File: src/rtl/dds_pkg.sv
// ----------------------------------------------------------------------------
// dds_pkg
// Shared types and constants for the desk drive supervisor.
// ----------------------------------------------------------------------------
package dds_pkg;

   // event codes on the request channel
   localparam logic [1:0] CMD_BYTE = 2'd0;
   localparam logic [1:0] CMD_UP   = 2'd1;
   localparam logic [1:0] CMD_DOWN = 2'd2;
   localparam logic [1:0] CMD_TICK = 2'd3;

   // drive direction codes
   localparam logic [1:0] DIR_STOP = 2'd0;
   localparam logic [1:0] DIR_DOWN = 2'd1;
   localparam logic [1:0] DIR_UP   = 2'd2;

   // limit update codes
   localparam logic [1:0] UPD_NONE  = 2'd0;
   localparam logic [1:0] UPD_UPPER = 2'd1;
   localparam logic [1:0] UPD_LOWER = 2'd2;

   // stop cause codes
   localparam logic [1:0] STOP_NONE  = 2'd0;
   localparam logic [1:0] STOP_LIMIT = 2'd1;
   localparam logic [1:0] STOP_STALL = 2'd2;

   // register indexes
   localparam logic [7:0] CSR_STARTUP_DELAY  = 8'd0;
   localparam logic [7:0] CSR_CHECK_INTERVAL = 8'd1;
   localparam logic [7:0] CSR_DOUBLE_CLICK   = 8'd2;

   localparam logic [7:0] HEIGHT_MIN = 8'd65;
   localparam logic [7:0] HEIGHT_MAX = 8'd130;
   localparam logic [7:0] HEIGHT_RST = 8'd90;
   localparam logic [7:0] UPPER_RST  = 8'd115;
   localparam logic [7:0] LOWER_RST  = 8'd78;

   localparam logic [15:0] STARTUP_DELAY_RST  = 16'd2000;
   localparam logic [15:0] CHECK_INTERVAL_RST = 16'd300;
   localparam logic [15:0] DOUBLE_CLICK_RST   = 16'd500;

   typedef struct packed {
      logic [1:0] cmd;
      logic [7:0] value;
   } item_type;

   typedef struct packed {
      logic       drive_up;
      logic       drive_down;
      logic       led;
      logic [1:0] direction;
      logic [7:0] height;
      logic [7:0] upper_limit_out;
      logic [7:0] lower_limit_out;
      logic [1:0] limit_update;
      logic [1:0] stop_cause;
   } result_type;

   typedef struct packed {
      logic        wr;
      logic [7:0]  index;
      logic [15:0] data;
   } csr_wr_type;

endpackage

File: src/rtl/dds_if.sv
// ----------------------------------------------------------------------------
// dds_if
// Valid/ready channel interfaces for the desk drive supervisor.
// ----------------------------------------------------------------------------
interface dds_req_if;
   logic       valid;
   logic       ready;
   logic [1:0] cmd;
   logic [7:0] value;

   modport source (output valid, cmd, value, input ready);
   modport sink   (input valid, cmd, value, output ready);
endinterface

interface dds_rsp_if;
   logic       valid;
   logic       ready;
   logic       drive_up;
   logic       drive_down;
   logic       led;
   logic [1:0] direction;
   logic [7:0] height;
   logic [7:0] upper_limit_out;
   logic [7:0] lower_limit_out;
   logic [1:0] limit_update;
   logic [1:0] stop_cause;

   modport source (output valid, drive_up, drive_down, led, direction, height,
                   upper_limit_out, lower_limit_out, limit_update, stop_cause,
                   input ready);
   modport sink   (input valid, drive_up, drive_down, led, direction, height,
                   upper_limit_out, lower_limit_out, limit_update, stop_cause,
                   output ready);
endinterface

interface dds_csr_if;
   logic        valid;
   logic        ready;
   logic [7:0]  index;
   logic [15:0] data;

   modport source (output valid, index, data, input ready);
   modport sink   (input valid, index, data, output ready);
endinterface

File: src/rtl/dds_in_reg.sv
// ----------------------------------------------------------------------------
// dds_in_reg
// Input register: captures one event, hands it on when the result stage
// can take a new transaction.
// ----------------------------------------------------------------------------
module dds_in_reg
   import dds_pkg::*;
(
   input  logic     clock,
   input  logic     reset,
   input  logic     in_valid,
   output logic     in_ready,
   input  item_type in_item,
   input  logic     down_ready,
   output logic     fire,
   output item_type item
);

   logic     valid_ff;
   logic     valid_in;
   item_type item_ff;

   assign fire     = valid_ff && down_ready;
   assign in_ready = !valid_ff || down_ready;
   assign item     = item_ff;

   always_comb begin
      valid_in = valid_ff;
      if (in_valid && in_ready) begin
         valid_in = 1'b1;
      end else if (fire) begin
         valid_in = 1'b0;
      end
   end

   always_ff @(posedge clock) begin
      if (reset) begin
         valid_ff <= 1'b0;
      end else begin
         valid_ff <= valid_in;
      end
   end

   always_ff @(posedge clock) begin
      if (in_valid && in_ready) begin
         item_ff <= in_item;
      end
   end

endmodule

File: src/rtl/dds_core.sv
// ----------------------------------------------------------------------------
// dds_core
// Supervisor state and next-state logic: frame decode, button handling,
// limit and stall checks. State advances once per fired transaction.
// ----------------------------------------------------------------------------
module dds_core
   import dds_pkg::*;
(
   input  logic       clock,
   input  logic       reset,
   input  csr_wr_type csr_wr,
   input  logic       fire,
   input  item_type   item,
   output result_type result
);

   // configuration
   logic [15:0] startup_delay_ff;
   logic [15:0] check_interval_ff;
   logic [15:0] double_click_ff;

   // state; time stamps are kept as elapsed-tick counters
   logic [7:0]  fw0_ff, fw0_in;
   logic [7:0]  fw1_ff, fw1_in;
   logic [7:0]  height_ff, height_in;
   logic [1:0]  dir_ff, dir_in;
   logic        wait_ff, wait_in;
   logic [31:0] since_start_ff, since_start_in;
   logic [31:0] since_check_ff, since_check_in;
   logic [31:0] since_rel_ff, since_rel_in;
   logic [7:0]  last_h_ff, last_h_in;
   logic        up_held_ff, up_held_in;
   logic        dn_held_ff, dn_held_in;
   logic [7:0]  upper_ff, upper_in;
   logic [7:0]  lower_ff, lower_in;
   logic        led_ff, led_in;

   logic [31:0] tick_inc;
   logic [31:0] start_cnt, check_cnt, rel_cnt;
   logic [31:0] start_v;
   logic [7:0]  last_h_v;
   logic [7:0]  mid;
   logic        btn_high, self_held, other_held, self_next;
   logic [1:0]  upd;
   logic [1:0]  cause;

   assign tick_inc  = {31'd0, item.cmd == CMD_TICK};
   assign start_cnt = since_start_ff + tick_inc;
   assign check_cnt = since_check_ff + tick_inc;
   assign rel_cnt   = since_rel_ff + tick_inc;
   assign mid       = 8'(({1'b0, upper_ff} + {1'b0, lower_ff}) >> 1);
   assign btn_high  = item.value != 8'd0;
   assign self_held  = (item.cmd == CMD_UP) ? up_held_ff : dn_held_ff;
   assign other_held = (item.cmd == CMD_UP) ? dn_held_ff : up_held_ff;

   always_comb begin
      fw0_in         = fw0_ff;
      fw1_in         = fw1_ff;
      height_in      = height_ff;
      dir_in         = dir_ff;
      wait_in        = wait_ff;
      since_start_in = start_cnt;
      since_check_in = check_cnt;
      since_rel_in   = rel_cnt;
      last_h_in      = last_h_ff;
      up_held_in     = up_held_ff;
      dn_held_in     = dn_held_ff;
      upper_in       = upper_ff;
      lower_in       = lower_ff;
      led_in         = led_ff;
      upd            = UPD_NONE;
      cause          = STOP_NONE;
      self_next      = self_held;
      start_v        = start_cnt;
      last_h_v       = last_h_ff;

      // event handling
      case (item.cmd)
         CMD_BYTE: begin
            if (fw0_ff == 8'd1 && fw1_ff == 8'd0 &&
                item.value >= HEIGHT_MIN && item.value <= HEIGHT_MAX) begin
               height_in = item.value;
            end
            fw0_in = fw1_ff;
            fw1_in = item.value;
         end
         CMD_UP, CMD_DOWN: begin
            if (dir_ff == DIR_STOP) begin
               if (btn_high && !self_held) begin
                  // press; both held stores a limit and drops this press
                  self_next = !other_held;
                  led_in    = 1'b0;
                  if (other_held) begin
                     if (height_ff >= mid) begin
                        upper_in = height_ff;
                        upd      = UPD_UPPER;
                     end else begin
                        lower_in = height_ff;
                        upd      = UPD_LOWER;
                     end
                  end
               end else if (!btn_high && self_held) begin
                  self_next = 1'b0;
                  if (rel_cnt[31:16] == 16'd0 && rel_cnt[15:0] < double_click_ff) begin
                     dir_in = (item.cmd == CMD_UP) ? DIR_UP : DIR_DOWN;
                  end else begin
                     since_rel_in = 32'd0;
                  end
               end
               if (item.cmd == CMD_UP) begin
                  up_held_in = self_next;
               end else begin
                  dn_held_in = self_next;
               end
            end
         end
         default: begin
         end
      endcase

      // supervisor pass on the updated state
      if (dir_in == DIR_UP && ({1'b0, height_in} + 9'd1) >= {1'b0, upper_in}) begin
         dir_in  = DIR_STOP;
         wait_in = 1'b0;
         cause   = STOP_LIMIT;
      end else if (dir_in == DIR_DOWN &&
                   {1'b0, height_in} <= ({1'b0, lower_in} + 9'd1)) begin
         dir_in  = DIR_STOP;
         wait_in = 1'b0;
         cause   = STOP_LIMIT;
      end else if (dir_in != DIR_STOP) begin
         if (!wait_ff) begin
            start_v  = 32'd0;
            last_h_v = (dir_in == DIR_DOWN) ? HEIGHT_MAX : 8'd0;
         end
         wait_in        = 1'b1;
         since_start_in = start_v;
         last_h_in      = last_h_v;
         if (start_v >= {16'd0, startup_delay_ff} &&
             check_cnt >= {16'd0, check_interval_ff}) begin
            since_check_in = 32'd0;
            last_h_in      = height_in;
            if ((height_in >= last_h_v && dir_in == DIR_DOWN) ||
                (height_in <= last_h_v && dir_in == DIR_UP)) begin
               led_in  = 1'b1;
               dir_in  = DIR_STOP;
               wait_in = 1'b0;
               cause   = STOP_STALL;
            end
         end
      end
   end

   always_comb begin
      result.drive_up        = dir_in == DIR_UP;
      result.drive_down      = dir_in == DIR_DOWN;
      result.led             = led_in;
      result.direction       = dir_in;
      result.height          = height_in;
      result.upper_limit_out = upper_in;
      result.lower_limit_out = lower_in;
      result.limit_update    = upd;
      result.stop_cause      = cause;
   end

   always_ff @(posedge clock) begin
      if (reset) begin
         startup_delay_ff  <= STARTUP_DELAY_RST;
         check_interval_ff <= CHECK_INTERVAL_RST;
         double_click_ff   <= DOUBLE_CLICK_RST;
      end else if (csr_wr.wr) begin
         case (csr_wr.index)
            CSR_STARTUP_DELAY:  startup_delay_ff  <= csr_wr.data;
            CSR_CHECK_INTERVAL: check_interval_ff <= csr_wr.data;
            CSR_DOUBLE_CLICK:   double_click_ff   <= csr_wr.data;
            default: begin
            end
         endcase
      end
   end

   always_ff @(posedge clock) begin
      if (reset) begin
         fw0_ff         <= 8'd0;
         fw1_ff         <= 8'd0;
         height_ff      <= HEIGHT_RST;
         dir_ff         <= DIR_STOP;
         wait_ff        <= 1'b0;
         since_start_ff <= 32'd0;
         since_check_ff <= 32'd0;
         since_rel_ff   <= 32'd0;
         last_h_ff      <= 8'd0;
         up_held_ff     <= 1'b0;
         dn_held_ff     <= 1'b0;
         upper_ff       <= UPPER_RST;
         lower_ff       <= LOWER_RST;
         led_ff         <= 1'b0;
      end else if (fire) begin
         fw0_ff         <= fw0_in;
         fw1_ff         <= fw1_in;
         height_ff      <= height_in;
         dir_ff         <= dir_in;
         wait_ff        <= wait_in;
         since_start_ff <= since_start_in;
         since_check_ff <= since_check_in;
         since_rel_ff   <= since_rel_in;
         last_h_ff      <= last_h_in;
         up_held_ff     <= up_held_in;
         dn_held_ff     <= dn_held_in;
         upper_ff       <= upper_in;
         lower_ff       <= lower_in;
         led_ff         <= led_in;
      end
   end

endmodule

File: src/rtl/dds_out_reg.sv
// ----------------------------------------------------------------------------
// dds_out_reg
// Result register: holds one result until the receiver takes it.
// ----------------------------------------------------------------------------
module dds_out_reg
   import dds_pkg::*;
(
   input  logic       clock,
   input  logic       reset,
   input  logic       load,
   input  result_type load_data,
   output logic       can_load,
   output logic       out_valid,
   input  logic       out_ready,
   output result_type out_data
);

   logic       valid_ff;
   logic       valid_in;
   result_type data_ff;

   assign can_load  = !valid_ff || out_ready;
   assign out_valid = valid_ff;
   assign out_data  = data_ff;

   always_comb begin
      valid_in = valid_ff;
      if (load) begin
         valid_in = 1'b1;
      end else if (out_ready) begin
         valid_in = 1'b0;
      end
   end

   always_ff @(posedge clock) begin
      if (reset) begin
         valid_ff <= 1'b0;
      end else begin
         valid_ff <= valid_in;
      end
   end

   always_ff @(posedge clock) begin
      if (load) begin
         data_ff <= load_data;
      end
   end

endmodule

File: src/rtl/desk_drive_supervisor.sv
// ----------------------------------------------------------------------------
// desk_drive_supervisor
// Motor supervisor for a height-adjustable desk.
// ----------------------------------------------------------------------------
// Usage:
//   req_chan carries one event per transaction: a serial byte, an up or down
//   button level, or a millisecond tick. rsp_chan returns exactly one result
//   per event: motor lines, stall LED, direction, height, both limits, a
//   limit-update code and a stop cause. csr_chan writes the startup delay,
//   check interval and double-click window; it is always ready. The user
//   must write it only while no event is in flight; the block itself
//   does not enforce this. A request is captured in the input register;
//   the supervisor logic then evaluates and updates its state as the
//   result is loaded into the output register, once that register can
//   take it, and there it shows valid. Throughput is one event per cycle
//   while the receiver keeps taking results; the state is registered as
//   each event fires, so back-to-back events see each other's effects.
//   Reset (synchronous) restores the default limits, height and timings and
//   empties both registers. When the receiver stalls, the output register
//   holds its result and the input register takes one more event before
//   req_chan.ready drops.
// ----------------------------------------------------------------------------
module desk_drive_supervisor
   import dds_pkg::*;
(
   input logic       clock,
   input logic       reset,
   dds_req_if.sink   req_chan,
   dds_rsp_if.source rsp_chan,
   dds_csr_if.sink   csr_chan
);

   item_type   in_item;
   item_type   item;
   logic       fire;
   logic       can_load;
   result_type result;
   result_type out_data;
   csr_wr_type csr_wr;

   assign in_item.cmd   = req_chan.cmd;
   assign in_item.value = req_chan.value;

   assign csr_chan.ready = 1'b1;
   assign csr_wr.wr      = csr_chan.valid;
   assign csr_wr.index   = csr_chan.index;
   assign csr_wr.data    = csr_chan.data;

   dds_in_reg u_in_reg (
      .clock      (clock),
      .reset      (reset),
      .in_valid   (req_chan.valid),
      .in_ready   (req_chan.ready),
      .in_item    (in_item),
      .down_ready (can_load),
      .fire       (fire),
      .item       (item)
   );

   dds_core u_core (
      .clock  (clock),
      .reset  (reset),
      .csr_wr (csr_wr),
      .fire   (fire),
      .item   (item),
      .result (result)
   );

   dds_out_reg u_out_reg (
      .clock     (clock),
      .reset     (reset),
      .load      (fire),
      .load_data (result),
      .can_load  (can_load),
      .out_valid (rsp_chan.valid),
      .out_ready (rsp_chan.ready),
      .out_data  (out_data)
   );

   assign rsp_chan.drive_up        = out_data.drive_up;
   assign rsp_chan.drive_down      = out_data.drive_down;
   assign rsp_chan.led             = out_data.led;
   assign rsp_chan.direction       = out_data.direction;
   assign rsp_chan.height          = out_data.height;
   assign rsp_chan.upper_limit_out = out_data.upper_limit_out;
   assign rsp_chan.lower_limit_out = out_data.lower_limit_out;
   assign rsp_chan.limit_update    = out_data.limit_update;
   assign rsp_chan.stop_cause      = out_data.stop_cause;

endmodule

File: src/flat_wrapper.sv
// flat-port wrapper written by rule: the top's interface ports become plain ports
module desk_drive_supervisor_flat import dds_pkg::*;
  (clock, reset, req_chan_valid, req_chan_cmd, req_chan_value, req_chan_ready, rsp_chan_valid, rsp_chan_drive_up, rsp_chan_drive_down, rsp_chan_led, rsp_chan_direction, rsp_chan_height, rsp_chan_upper_limit_out, rsp_chan_lower_limit_out, rsp_chan_limit_update, rsp_chan_stop_cause, rsp_chan_ready, csr_chan_valid, csr_chan_index, csr_chan_data, csr_chan_ready);
  dds_req_if req_chan_i ();
  dds_rsp_if rsp_chan_i ();
  dds_csr_if csr_chan_i ();
  input logic clock;
  input logic reset;
  input wire logic [$bits(req_chan_i.valid)-1:0] req_chan_valid;
  input wire logic [$bits(req_chan_i.cmd)-1:0] req_chan_cmd;
  input wire logic [$bits(req_chan_i.value)-1:0] req_chan_value;
  output wire logic [$bits(req_chan_i.ready)-1:0] req_chan_ready;
  output wire logic [$bits(rsp_chan_i.valid)-1:0] rsp_chan_valid;
  output wire logic [$bits(rsp_chan_i.drive_up)-1:0] rsp_chan_drive_up;
  output wire logic [$bits(rsp_chan_i.drive_down)-1:0] rsp_chan_drive_down;
  output wire logic [$bits(rsp_chan_i.led)-1:0] rsp_chan_led;
  output wire logic [$bits(rsp_chan_i.direction)-1:0] rsp_chan_direction;
  output wire logic [$bits(rsp_chan_i.height)-1:0] rsp_chan_height;
  output wire logic [$bits(rsp_chan_i.upper_limit_out)-1:0] rsp_chan_upper_limit_out;
  output wire logic [$bits(rsp_chan_i.lower_limit_out)-1:0] rsp_chan_lower_limit_out;
  output wire logic [$bits(rsp_chan_i.limit_update)-1:0] rsp_chan_limit_update;
  output wire logic [$bits(rsp_chan_i.stop_cause)-1:0] rsp_chan_stop_cause;
  input wire logic [$bits(rsp_chan_i.ready)-1:0] rsp_chan_ready;
  input wire logic [$bits(csr_chan_i.valid)-1:0] csr_chan_valid;
  input wire logic [$bits(csr_chan_i.index)-1:0] csr_chan_index;
  input wire logic [$bits(csr_chan_i.data)-1:0] csr_chan_data;
  output wire logic [$bits(csr_chan_i.ready)-1:0] csr_chan_ready;
  assign req_chan_i.valid = req_chan_valid;
  assign req_chan_i.cmd = req_chan_cmd;
  assign req_chan_i.value = req_chan_value;
  assign req_chan_ready = req_chan_i.ready;
  assign rsp_chan_valid = rsp_chan_i.valid;
  assign rsp_chan_drive_up = rsp_chan_i.drive_up;
  assign rsp_chan_drive_down = rsp_chan_i.drive_down;
  assign rsp_chan_led = rsp_chan_i.led;
  assign rsp_chan_direction = rsp_chan_i.direction;
  assign rsp_chan_height = rsp_chan_i.height;
  assign rsp_chan_upper_limit_out = rsp_chan_i.upper_limit_out;
  assign rsp_chan_lower_limit_out = rsp_chan_i.lower_limit_out;
  assign rsp_chan_limit_update = rsp_chan_i.limit_update;
  assign rsp_chan_stop_cause = rsp_chan_i.stop_cause;
  assign rsp_chan_i.ready = rsp_chan_ready;
  assign csr_chan_i.valid = csr_chan_valid;
  assign csr_chan_i.index = csr_chan_index;
  assign csr_chan_i.data = csr_chan_data;
  assign csr_chan_ready = csr_chan_i.ready;
  desk_drive_supervisor u_core (.clock(clock), .reset(reset), .req_chan(req_chan_i), .rsp_chan(rsp_chan_i), .csr_chan(csr_chan_i));
endmodule
File: config.mk
export PLATFORM = sky130hd
export DESIGN_NAME = desk_drive_supervisor_flat
export DESIGN_NICKNAME = d
export VERILOG_FILES = /design/src/rtl/dds_pkg.sv /design/src/rtl/dds_if.sv /design/src/rtl/dds_in_reg.sv /design/src/rtl/dds_core.sv /design/src/rtl/dds_out_reg.sv /design/src/rtl/desk_drive_supervisor.sv /design/src/flat_wrapper.sv
export SDC_FILE = /design/constraint.sdc
export NUM_CORES = 1
export LEC_CHECK = 0
export ABC_AREA = 1
export BUFFER_PORTS_ARGS = -buffer_cell sky130_fd_sc_hd__buf_2
export CAP_MARGIN = 20
export CELL_PAD_IN_SITES_DETAIL_PLACEMENT = 0
export CELL_PAD_IN_SITES_GLOBAL_PLACEMENT = 1
export CORE_MARGIN = 4
export CORE_UTILIZATION = 45
export DETAILED_ROUTE_END_ITERATION = 12
export PLACE_DENSITY_LB_ADDON = 0.1
export SETUP_SLACK_MARGIN = 0.15
export SKIP_CTS_REPAIR_TIMING = 1
export SLEW_MARGIN = 30
export SYNTH_ARGS = -nofsm -noshare
export SYNTH_HDL_FRONTEND = slang
export SYNTH_HIERARCHICAL = 1
export SYNTH_SLANG_ARGS = --single-unit
File: constraint.sdc
create_clock -name clock -period 5.7 [get_ports clock]
set_input_delay 0.57 -clock clock [delete_from_list [all_inputs] [get_ports clock]]
set_output_delay 0.57 -clock clock [all_outputs]
set_load 0.005 [all_outputs]
# After elaboration in Yosys (flattened, before gate mapping)
# Index checks and enable logic that the tools add are counted.
[totals]
wordCells = 175
input_bits = 39
out_inout_bits = 36
ff_bits = 243
[classes]
mux = 70
add_sub_neg = 6
eq_ne = 10
n_reduce_logical = 43
bitwise_logic = 5
magnitude_cmp = 10
[op_table]
columns = ["cell", "count"]
rows = [
  ["$mux W32", 16],
  ["$mux W8", 18],
  ["$add A32 B1 Y32", 3],
  ["$ge A32 B16 Y1", 2],
  ["$mux W2", 13],
  ["$mux W1", 23],
  ["$add A8 B1 Y9 const B", 2],
  ["$eq A8 B1 Y1 const B", 2],
  ["$ge A8 B8 Y1", 2],
  ["$logic_not A16 Y1", 1],
  ["$logic_not A8 Y1", 2],
  ["$lt A16 B16 Y1", 1],
  ["$reduce_and A4 Y1", 4],
  ["$logic_and A1 B1 Y1", 13],
  ["$reduce_and A2 Y1", 5],
  ["$add A8 B8 Y9", 1],
  ["$ge A9 B8 Y1", 1],
  ["$le A8 B9 Y1", 1],
  ["$eq A2 B2 Y1 const B", 4],
  ["$eq A8 B2 Y1 const B", 1],
  ["$ge A8 B7 Y1 const B", 1],
  ["$le A8 B8 Y1", 1],
  ["$le A8 B8 Y1 const B", 1],
  ["$reduce_bool A8 Y1", 1],
  ["other kinds (9)", 25],
]

# Logic depth before layout (Yosys ltp)
# Gate-level depths: netlist of run 1.
[depth]
word_depth = 24
depth_mapped = 39
mapped_depth_nobuf = 37

# By module
# The synthesis of run 1 kept the hierarchy.
[modules_own_cells]
columns = ["mod", "area_each_um2", "seq_area_each_um2", "cells_per_inst", "n_inst"]
rows = [
  ["dds_core", 13474.2, 3963.8, 2139, 1],
  ["dds_out_reg", 1033.5, 1011.0, 38, 1],
  ["dds_in_reg", 355.3, 320.3, 18, 1],
  ["desk_drive_supervisor", 11.3, 0.0, 2, 1],
]

# Least setup slack after synthesis of run 1
# No wires, ideal clock.
[synth_path]
kind = "register -> register"
from = "reg u_core.u_core.upper_ff[2]"
to = "reg u_core.u_out_reg.data_ff, in the netlist u_core/u_out_reg/out_data[30] (data pin)"
t_required_ns = 5.449
period_less_slack_ns = 5.023
n_path_buf = 2
setup_slack_ns = 0.677
setup_ns = 0.251
path_stages_with_launch = 36
t_arrival_ns = 4.771
cell_sequence = "dfxtp_1 ha_1 a21oi_1 o21ai_0 a21o_1 a21oi_1 nor2_1 o21ai_0 nand2_1 xnor2_1 ha_1 nand2_1 o21a_1 nand3_1 buf_4 inv_1 o21ai_0 inv_1 ha_1 nand3_1 nor2_1 xor2_1 ha_1 a21oi_1 o21ai_0 nor2_1 o21ai_0 a21oi_1 nor2_1 nand2_1 nand3_2 nand2_2 inv_4 nand3_1 nand2_1 buf_4"
[synth_lines]
columns = ["item", "line_no", "source"]
rows = [
  ["start: declaration", "dds_core.sv:34", "logic [7:0] upper_ff, upper_in;"],
  ["start signal: assignment", "dds_core.sv:210", "upper_ff <= upper_in;"],
  ["end signal: assignment", "dds_out_reg.sv:45", "data_ff <= load_data;"],
  ["end: declaration", "dds_out_reg.sv:20", "result_type data_ff;"],
]

==> results of run 1 <==
==> kinds of logic after synthesis <==
family / share of synthesized area
compound gates: 0.139
xor+xnor: 0.0336
fa+ha+maj: 0.0829
buf+inv: 0.0858
flops: 0.356
other cells: 0.000252
simple gates: 0.303
==> worst max-delay path, delay by kind of cell (launching register included) <==
kind	cells	cell delay, ps
adders and majority gates	4	1120
DFF	1	330
xor gates and xnor gates	2	280
and+or+nand+nor	16	1460
buffers and inverters	4	420
AOI/OAI and AO/OA	9	1280
==> cell usage in the layout, fill, tap and decap left out, drive strengths merged, types with 2 or more instances in the layout <==
| cell | count |
|---|---|
| and2 | 2 |
| o211ai | 21 |
| buf | 99 |
| dfxtp | 200 |
| a21boi | 2 |
| a21oi | 209 |
| nor3 | 34 |
| xor2 | 40 |
| nand3 | 75 |
| a22oi | 7 |
| bufinv | 3 |
| o21ai | 119 |
| o21bai | 3 |
| or2 | 8 |
| edfxtp | 43 |
| nor2 | 287 |
| nor3b | 3 |
| xnor2 | 17 |
| ha | 97 |
| nor4 | 2 |
| nand2 | 639 |
| clkinv | 8 |
| clkbuf | 41 |
| inv | 252 |
| a21o | 5 |
| o21a | 4 |
| nand4 | 23 |
| nand3b | 14 |
| a211oi | 8 |
==> through the flow <==
step / setup slack, ps / instance area (sq um)
final: 537 / 16700
after global routing: 158 / 16700
after CTS: 214 / 16600
after detailed placement: 296 / 15600
after global placement: 428 / 15600
after floorplan: 677 / 14900
==> final timing paths <==
path | endpoint | slack, ps | cells after the start
hold reg to reg | u_core/u_core/double_click_ff[0]$_SDFFE_PP0P_ | 450 | 2
setup reg to reg | u_core/u_out_reg/out_data[32]$_DFFE_PP_ | 540 | 35
hold / removal | u_core/u_in_reg/item[6]$_DFFE_PP_ | 170 | 1
setup / recovery | u_core/u_out_reg/out_data[32]$_DFFE_PP_ | 540 | 35
==> sequential cells by signal, indices dropped and copies added, names as in the netlist, 8 cells and up <==
| register | count |
|---|---|
| u_core/u_core/check_interval_ff | 16 |
| u_core/u_core/double_click_ff | 16 |
| u_core/u_core/fw0_ff | 8 |
| u_core/u_core/fw1_ff | 8 |
| u_core/u_core/height_ff | 8 |
| u_core/u_core/last_h_ff | 8 |
| u_core/u_core/lower_ff | 8 |
| u_core/u_core/since_check_ff | 32 |
| u_core/u_core/since_rel_ff | 32 |
| u_core/u_core/since_start_ff | 32 |
| u_core/u_core/startup_delay_ff | 16 |
| u_core/u_core/upper_ff | 8 |
| u_core/u_in_reg/item | 10 |
| u_core/u_out_reg/out_data | 33 |
==> power by group <==
group	switching [mW]	internal [mW]
registers	0.0283	1.79
clock network	0.754	1.17
logic	0.283	0.149
total	1.07	3.11
==> layout make-up <==
cell class                      instances  area (sq um)
Timing Repair Buffer                   99           571
Inverter                              251           950
Clock buffer                           41           852
Fill cell                            3363         15800
Sequential cell                       243          5300
Clock inverter                         12           143
Multi-Input combinational cell       1627          8340
Tap cell                              442           553
==> per-layer routing <==
| metal | vias up | share of wire | global-route usage |
|---|---|---|---|
| met5 | - | 0 | 0 |
| met4 | 0 | 0.012 | 0.0395 |
| met3 | 40 | 0.055 | 0.0323 |
| met2 | 301 | 0.44 | 0.359 |
| met1 | 6236 | 0.50 | 0.324 |
| li1 | 7202 | - | - |
==> impl_metrics.tcl, run 1 <==
set metrics [dict create \
    critPathLaunchType "register" \
    maxCapViolations 0 \
    yosysWarnings 6 \
    area_growth_pct 12.3 \
    grt_overflow 0 \
    cts_made_buffers 29 \
    drt_iter0_drc 920 \
    fin_util 0.513 \
    hold_path.class "in -> reg" \
    finalWeightedCongestion 0.896 \
    ant_nets 0 \
    r2r_start "u_core/u_core/lower_ff[2]$_SDFFE_PP1P_" \
    io_pins 75 \
    cp_common_cell "nor2_1" \
    vias 13779 \
    clk-insertion-delay-late_ps 570 \
    die_area_sq_um 36000 \
    ir_drop_mv 0.224 \
    synth_seq_cells 243 \
    wl_microns 40500 \
    grt_usage 0.223 \
    cp-startpoint "u_core/u_core/lower_ff[2]$_SDFFE_PP1P_" \
    die_h_microns 190 \
    synthDistinctLibCells 54 \
    rsz0062_at_grt "false" \
    firstDrtPassIters 7 \
    via_per_inst 5.08 \
    yosysMostFrequentCell "nand2_1" \
    crit_fanout 5 \
    drcViolationCount 0 \
    cp_slowest_cell "dfxtp_1" \
    setup_viol 0 \
    diodes 0 \
    clockBufferDepth 3 \
    grt_max_degree 87 \
    status "completed" \
    yosysSeqAreaShare 0.356 \
    finalNonFillerCells 2715 \
    netlist_area_sq_um 14900 \
    cts_tree "yes" \
    antenna_found_initial 1 \
    synth_top_area_cell "dfxtp_1" \
    clk_pin_slew_ps 60 \
    maxSlewViolCount 0 \
    max_slew.worst_pin.slew_ps 901 \
    crit_type "reg -> reg" \
    cts_sinks 243 \
    drive_above_1_share 0.0911 \
    hp-start "req_chan_value[6]" \
    row_count 66 \
    timing.hold.ws_ps 173 \
    slew_headroom 0.398 \
    slowest_delay_ps 330 \
    max_clock_freq_mhz 194 \
    power.total_mw 4.18 \
    cts-root-buf "clkbuf_16" \
    coreArea_sq_um 32500 \
    grt_pass1_wl_microns 66800 \
    synth_top_area_frac 0.269 \
    final.setup_skew_ps 21.8 \
    async_reset_ff_frac 0 \
    final.period_utilization 0.906 \
    cp.arrival_ps 5470 \
    p_leak_nw 7.14 \
    io_buffers 73 \
    synthCells 2197 \
    hold_viol_final 0 \
    netlist_top_cells_count "nand2_1, nor2_1, inv_1" \
    grt_pass1_vias 13027 \
    place_inst 2656 \
    dp_hpwl_microns 29400 \
    die_w_microns 190 \
    synthFlopType "dfxtp_1" \
    htree_levels 1 \
    cp.required_ps 6010 \
    min_period_ps 5160 \
    tns_ps 0 \
    powerDensity_nw_per_um2 250 \
    layout.nets 2388 \
    synth-edff-count 43 \
    synth_nets 2334 \
    wl_per_cell_microns 14.9 \
    end_kind "register" \
    synth_area_leaders "dfxtp_1, nand2_1, edfxtp_1" \
    synth_area_per_cell_sq_um 6.77 \
    initial_core_util 0.457 \
]
No activity file was read; power rests on OpenSTA's default activity.
==> run 2: changes to the inputs <==
--- a/config.mk
+++ b/config.mk
@@ -5,13 +5,12 @@
 export SDC_FILE = /design/constraint.sdc
 export NUM_CORES = 1
 export LEC_CHECK = 0
-export ABC_AREA = 1
 export BUFFER_PORTS_ARGS = -buffer_cell sky130_fd_sc_hd__buf_2
 export CAP_MARGIN = 20
 export CELL_PAD_IN_SITES_DETAIL_PLACEMENT = 0
 export CELL_PAD_IN_SITES_GLOBAL_PLACEMENT = 1
 export CORE_MARGIN = 4
-export CORE_UTILIZATION = 45
+export CORE_UTILIZATION = 47
 export DETAILED_ROUTE_END_ITERATION = 12
 export PLACE_DENSITY_LB_ADDON = 0.1
 export SETUP_SLACK_MARGIN = 0.15
==> run 2 against run 1 <==
Die area is 7.0% lower. Synthesized cell count fell by 22%. First-iteration DRC count decreased by 25%. Fmax shrank 5.9%. Combinational power decreased by 23%. Critical path type unchanged. Critical endpoint is now u_core/u_core/last_h_ff[3]$_SDFFE_PP0P_.
==> impl_metrics.tcl, run 2 <==
set metrics [dict create \
    status "completed" \
    largest_reg_flops 33 \
    wl_met3_microns 1260 \
    hold_path.class "in -> reg" \
    cp_slowest_cell "dfxtp_2" \
    wl_met1_microns 18100 \
    layout_common_cells "nand2_1, dfxtp_1, nor2_1" \
    wl_microns 38000 \
    max_slew.worst_pin.slew_ps 746 \
    row_count 63 \
    cts_made_buffers 28 \
    internal_power_mw 3.02 \
    clk_pin_slew_ps 60 \
    slew_headroom 0.503 \
    synth-edff-count 43 \
    min_period_ps 5490 \
    synthMuxAreaShare 0.0197 \
    synthDistinctLibCells 82 \
    final.setup_skew_ps 15.2 \
    synthFlopType "dfxtp_1" \
    ir_drop_mv 0.232 \
    crit_fanout 6 \
    initial_core_util 0.481 \
    power.total_mw 3.94 \
    top_layer "met4" \
    io_buffers 73 \
    grt_pass1_vias 11753 \
    die_area_sq_um 33500 \
    layout.nets 1931 \
    p_switching_uw 924 \
    netlist_top_cells_count "nand2_1, dfxtp_1, nor2_1" \
    clk-insertion-delay-late_ps 540 \
    cts-root-buf "clkbuf_16" \
    synth_seq_cells 243 \
    switching_share 0.235 \
    powerDensity_nw_per_um2 235 \
    yosysMostFrequentCell "nand2_1" \
    setup_viol 0 \
    synth_top_area_frac 0.278 \
    dr_wl_met2_microns 18000 \
    critPathLaunchType "register" \
    finalWeightedCongestion 0.857 \
    pwr-share-comb 0.085 \
    ant_nets 0 \
    htree_levels 1 \
    firstDrtPassIters 5 \
    via_per_inst 5.64 \
    yosysWarnings 6 \
    async_reset_ff_frac 0 \
    hold_viol_final 0 \
    netlist_area_sq_um 14400 \
    drive_above_1_share 0.171 \
    cp.required_ps 6180 \
    area_growth_pct 16.6 \
    crit_type "reg -> reg" \
    maxCapViolations 0 \
    grt_usage 0.216 \
    timing.hold.ws_ps 210 \
    clockBufferDepth 3 \
    pwr-share-seq 0.454 \
    synth_nets 1855 \
    cp.arrival_ps 5970 \
    tns_ps 0 \
    p_leak_nw 6.38 \
    cts_sinks 243 \
    yosys.area_share.simple 0.238 \
    grt_max_degree 63 \
    slowest_delay_ps 370 \
    grt_pass1_wl_microns 60900 \
    final-seq-area_sq_um 5300 \
    final.fill_count 2764 \
    grt_overflow 0 \
    synth_xor_area_frac 0.0693 \
    end_kind "register" \
    yosysSeqAreaShare 0.368 \
    die_w_microns 183 \
    io_pins 75 \
    synth_top_family_by_area "simple AND/OR/NAND/NOR gates" \
    synth_area_per_cell_sq_um 8.38 \
    diodes 0 \
    synthAdderAreaFrac 0.0856 \
    final.period_utilization 0.962 \
    synthCells 1718 \
    max_clock_freq_mhz 182 \
    coreArea_sq_um 30000 \
    vias 12447 \
    die_h_microns 183 \
    multiInputGateArea_sq_um 8630 \
    rsz0062_at_grt "true" \
    maxSlewViolCount 0 \
    dp_hpwl_microns 27000 \
    drt_iter0_drc 688 \
    cts_tree "yes" \
    synth_top_area_cell "dfxtp_1" \
    drcViolationCount 0 \
    clockPowerShare 0.461 \
    layout_commonest_cell "nand2_1" \
    synth_area_leaders "dfxtp_1, edfxtp_1, ha_1" \
    synth_compound_area_frac 0.162 \
    wl_per_cell_microns 17.2 \
    antenna_found_initial 0 \
]
[run 2: through the flow]
step           cells   util  instance area, sq um  worst slack, ps
4_1_cts         2188  0.542                 16200             -142
3_5_place_dp    2136  0.511                 15300            -79.0
3_3_place_gp    2136  0.511                 15300             46.2
6_report        2206  0.561                 16800              215
5_1_grt         2206  0.561                 16800             -104
2_1_floorplan   1718      -                 14400              178
[run 2: area by class of cell]
class	instances	share of cell area
Multi-Input combinational cell	1277	0.514
Sequential cell	243	0.316
Timing Repair Buffer	154	0.0661
Clock buffer	43	0.0481
Tap cell	390	0.0290
Inverter	90	0.0201
Clock inverter	9	0.00700
[run 2: cells by family (layout without fill, tap and decap cells)]
group / after synthesis / in the layout
other: 1 / 1
multiplexers: 27 / 27
AND/OR/NAND/NOR: 695 / 695
adder cells (fa/ha/maj): 98 / 98
AO/OA/AOI/OAI: 341 / 342
flip-flops: 243 / 243
buffers and inverters: 199 / 296
XOR/XNOR: 114 / 114
[run 2: per-layer routing]
layer,vias up,track usage
li1,6260,-
met1,5937,0.303
met2,212,0.366
met3,38,0.0232
met4,0,0.0429
met5,-,0
[run 2: power groups by stage]
stage | registers, mW | logic (mW) | clock network [mW]
global route | 1.79 | 0.372 | 1.94
detailed placement | 1.83 | 0.296 | 0
global placement | 1.83 | 0.292 | 0
CTS | 1.79 | 0.298 | 1.86
finish | 1.79 | 0.334 | 1.82
floorplan | 1.82 | 0.191 | 0
[run 2: final timing paths]
check	slack, ps	cells after the start	to	from
worst max-delay path	210	31	u_core/u_core/last_h_ff[3]$_SDFFE_PP0P_	u_core/u_core/upper_ff[1]$_SDFFE_PP1P_
worst min-delay path	210	1	u_core/u_in_reg/item[5]$_DFFE_PP_	req_chan_value[5]
worst max register to register	210	31	u_core/u_core/last_h_ff[3]$_SDFFE_PP0P_	u_core/u_core/upper_ff[1]$_SDFFE_PP1P_
worst min register to register	450	2	u_core/u_core/fw0_ff[7]$_SDFFE_PP0P_	u_core/u_core/fw0_ff[7]$_SDFFE_PP0P_
[run 2: worst max-delay path, delay by kind of cell (launching register included)]
kind            cells  cell delay (ps)
simple gates        6              870
flops               1              370
buf+inv             5              660
fa+ha+maj           4             1150
compound gates     15             2070
mux                 1              310
==> run 3: changes to the inputs <==
--- a/config.mk
+++ b/config.mk
@@ -10,9 +10,9 @@
 export CELL_PAD_IN_SITES_DETAIL_PLACEMENT = 0
 export CELL_PAD_IN_SITES_GLOBAL_PLACEMENT = 1
 export CORE_MARGIN = 4
-export CORE_UTILIZATION = 47
+export CORE_UTILIZATION = 30
 export DETAILED_ROUTE_END_ITERATION = 12
-export PLACE_DENSITY_LB_ADDON = 0.1
+export PLACE_DENSITY = 0.64
 export SETUP_SLACK_MARGIN = 0.15
 export SKIP_CTS_REPAIR_TIMING = 1
 export SLEW_MARGIN = 30
==> run 3 against run 2 <==
Via count is 0.81% lower. Global-route usage is 6.8 points lower. First-iteration DRC count is 7.4% higher. Critical path depth is 1 lower. Worst setup slack better by 30 ps. Non-clock buffer count is 12 higher. Register-to-register slack better by 30 ps.
==> impl_metrics.tcl, run 3 (same netlist as run 2, synthesis figures left out) <==
set metrics [dict create \
    p_switching_uw 975 \
    end_kind "register" \
    clk_pin_slew_ps 60 \
    antenna_found_initial 0 \
    finalNonFillerCells 2443 \
    hold_path.class "in -> reg" \
    wl_microns 39800 \
    place_inst 2382 \
    stdcell_area_sq_um 17000 \
    worstReg2RegEnd "u_core/u_core/since_start_ff[7]$_SDFFE_PP0P_" \
    rsz0062_at_grt "true" \
    grt_overflow 0 \
    cp.arrival_ps 5910 \
    cp.required_ps 6150 \
    cp_common_cell "buf_4" \
    hold_viol_final 0 \
    ir_drop_mv 0.200 \
    initial_core_util 0.302 \
    slew_headroom 0.380 \
    tns_ps 0 \
    diodes 0 \
    layout_commonest_cell "nand2_1" \
    cp_slowest_cell "dfxtp_2" \
    switching_share 0.248 \
    dp_hpwl_microns 28500 \
    powerDensity_nw_per_um2 231 \
    maxSlewViolCount 0 \
    cts_made_buffers 31 \
    die_h_microns 227 \
    finalWeightedCongestion 0.798 \
    setup_viol 0 \
    max_slew.worst_pin.slew_ps 928 \
    min_delay_path_depth 1 \
    drcViolationCount 0 \
    row_count 80 \
    holdPathEnd "u_core/u_in_reg/item[4]$_DFFE_PP_" \
    slowest_delay_ps 370 \
    rrSetupSlack_ps 250 \
    status "completed" \
    maxCapViolations 0 \
    coreArea_sq_um 47600 \
    grt_usage 0.148 \
    place_area_sq_um 15700 \
    path_delay_family "compound AO/OA/AOI/OAI gates" \
    min_period_ps 5450 \
    pwr-share-comb 0.087 \
    crit_fanout 5 \
    timing.hold.ws_ps 178 \
    die_area_sq_um 51600 \
    area_growth_pct 18.3 \
    critPathLaunchType "register" \
    pwr-share-seq 0.455 \
    via_per_inst 5.05 \
    r2r_start "u_core/u_core/lower_ff[1]$_SDFFE_PP1P_" \
    reg2reg_depth 30 \
    hp-start "req_chan_value[4]" \
    ant_nets 0 \
    largest_reg_flops 33 \
    io_buffers 73 \
    crit_type "reg -> reg" \
    grt_pass1_wl_microns 63200 \
    p_leak_nw 6.40 \
    layout_common_cells "nand2_1, dfxtp_1, nor2_1" \
    cts-root-buf "clkbuf_16" \
    drive_above_1_share 0.173 \
    io_pins 75 \
    clk-insertion-delay-late_ps 560 \
    final.period_utilization 0.957 \
    firstDrtPassIters 5 \
    max_clock_freq_mhz 183 \
    die_w_microns 227 \
    drt_iter0_drc 739 \
    clockBufferDepth 3 \
    final.setup_skew_ps 13.8 \
    grt_max_degree 66 \
    vias 12346 \
    cts_sinks 243 \
    layout.nets 1945 \
    grt_pass1_vias 11857 \
    wl_per_cell_microns 16.3 \
    internal_power_mw 2.96 \
    path_buf_inv 6 \
    clockPowerShare 0.458 \
    htree_levels 1 \
    cts_tree "yes" \
]
-- run 3: worst max path at each step --
stage	from	cells past startpoint	slack, ps	to
after floorplan	u_core/u_core/upper_ff[1]$_SDFFE_PP1P_	30	180	u_core/u_core/since_start_ff[22]$_SDFFE_PP0P_
after global placement	u_core/u_core/upper_ff[1]$_SDFFE_PP1P_	29	40	u_core/u_out_reg/out_data[30]$_DFFE_PP_
after detailed placement	u_core/u_core/upper_ff[1]$_SDFFE_PP1P_	32	-90	u_core/u_core/since_check_ff[5]$_SDFFE_PP0P_
after CTS	u_core/u_core/upper_ff[1]$_SDFFE_PP1P_	32	-140	u_core/u_core/since_check_ff[8]$_SDFFE_PP0P_
after global routing	u_core/u_core/lower_ff[1]$_SDFFE_PP1P_	31	-30	u_core/u_core/since_check_ff[29]$_SDFFE_PP0P_
final	u_core/u_core/lower_ff[1]$_SDFFE_PP1P_	30	250	u_core/u_core/since_start_ff[7]$_SDFFE_PP0P_
-- run 3: cell type report --
class	instances	area [sq um]
clock buffers	44	865
clock inverters	9	53.8
fillers	4930	30600
inverters	90	338
multi-input cells	1276	8560
flip-flops and latches	243	5300
well taps	615	769
repair buffers	166	1150
-- run 3: power by group through the flow --
stage / sequential, mW / combinational, mW / clock, mW
detailed placement: 1.83 / 0.311 / 0
CTS: 1.79 / 0.312 / 1.87
floorplan: 1.82 / 0.191 / 0
global route: 1.79 / 0.378 / 1.94
finish: 1.79 / 0.342 / 1.80
global placement: 1.83 / 0.307 / 0
-- run 3: metrics by stage --
stage	worst slack, ps	util	power [mW]
after floorplan	178	-	2.01
final	245	0.358	3.93
after global routing	-32.7	0.358	4.11
after detailed placement	-87.4	0.330	2.14
after CTS	-137	0.350	3.97
after global placement	36.3	0.330	2.13
-- run 3: layer usage --
metal	vias up	track usage	part of all wire
li1	6280	-	-
met1	5859	0.199	0.47
met2	161	0.255	0.48
met3	46	0.0196	0.032
met4	0	0.0365	0.017
met5	-	0	0
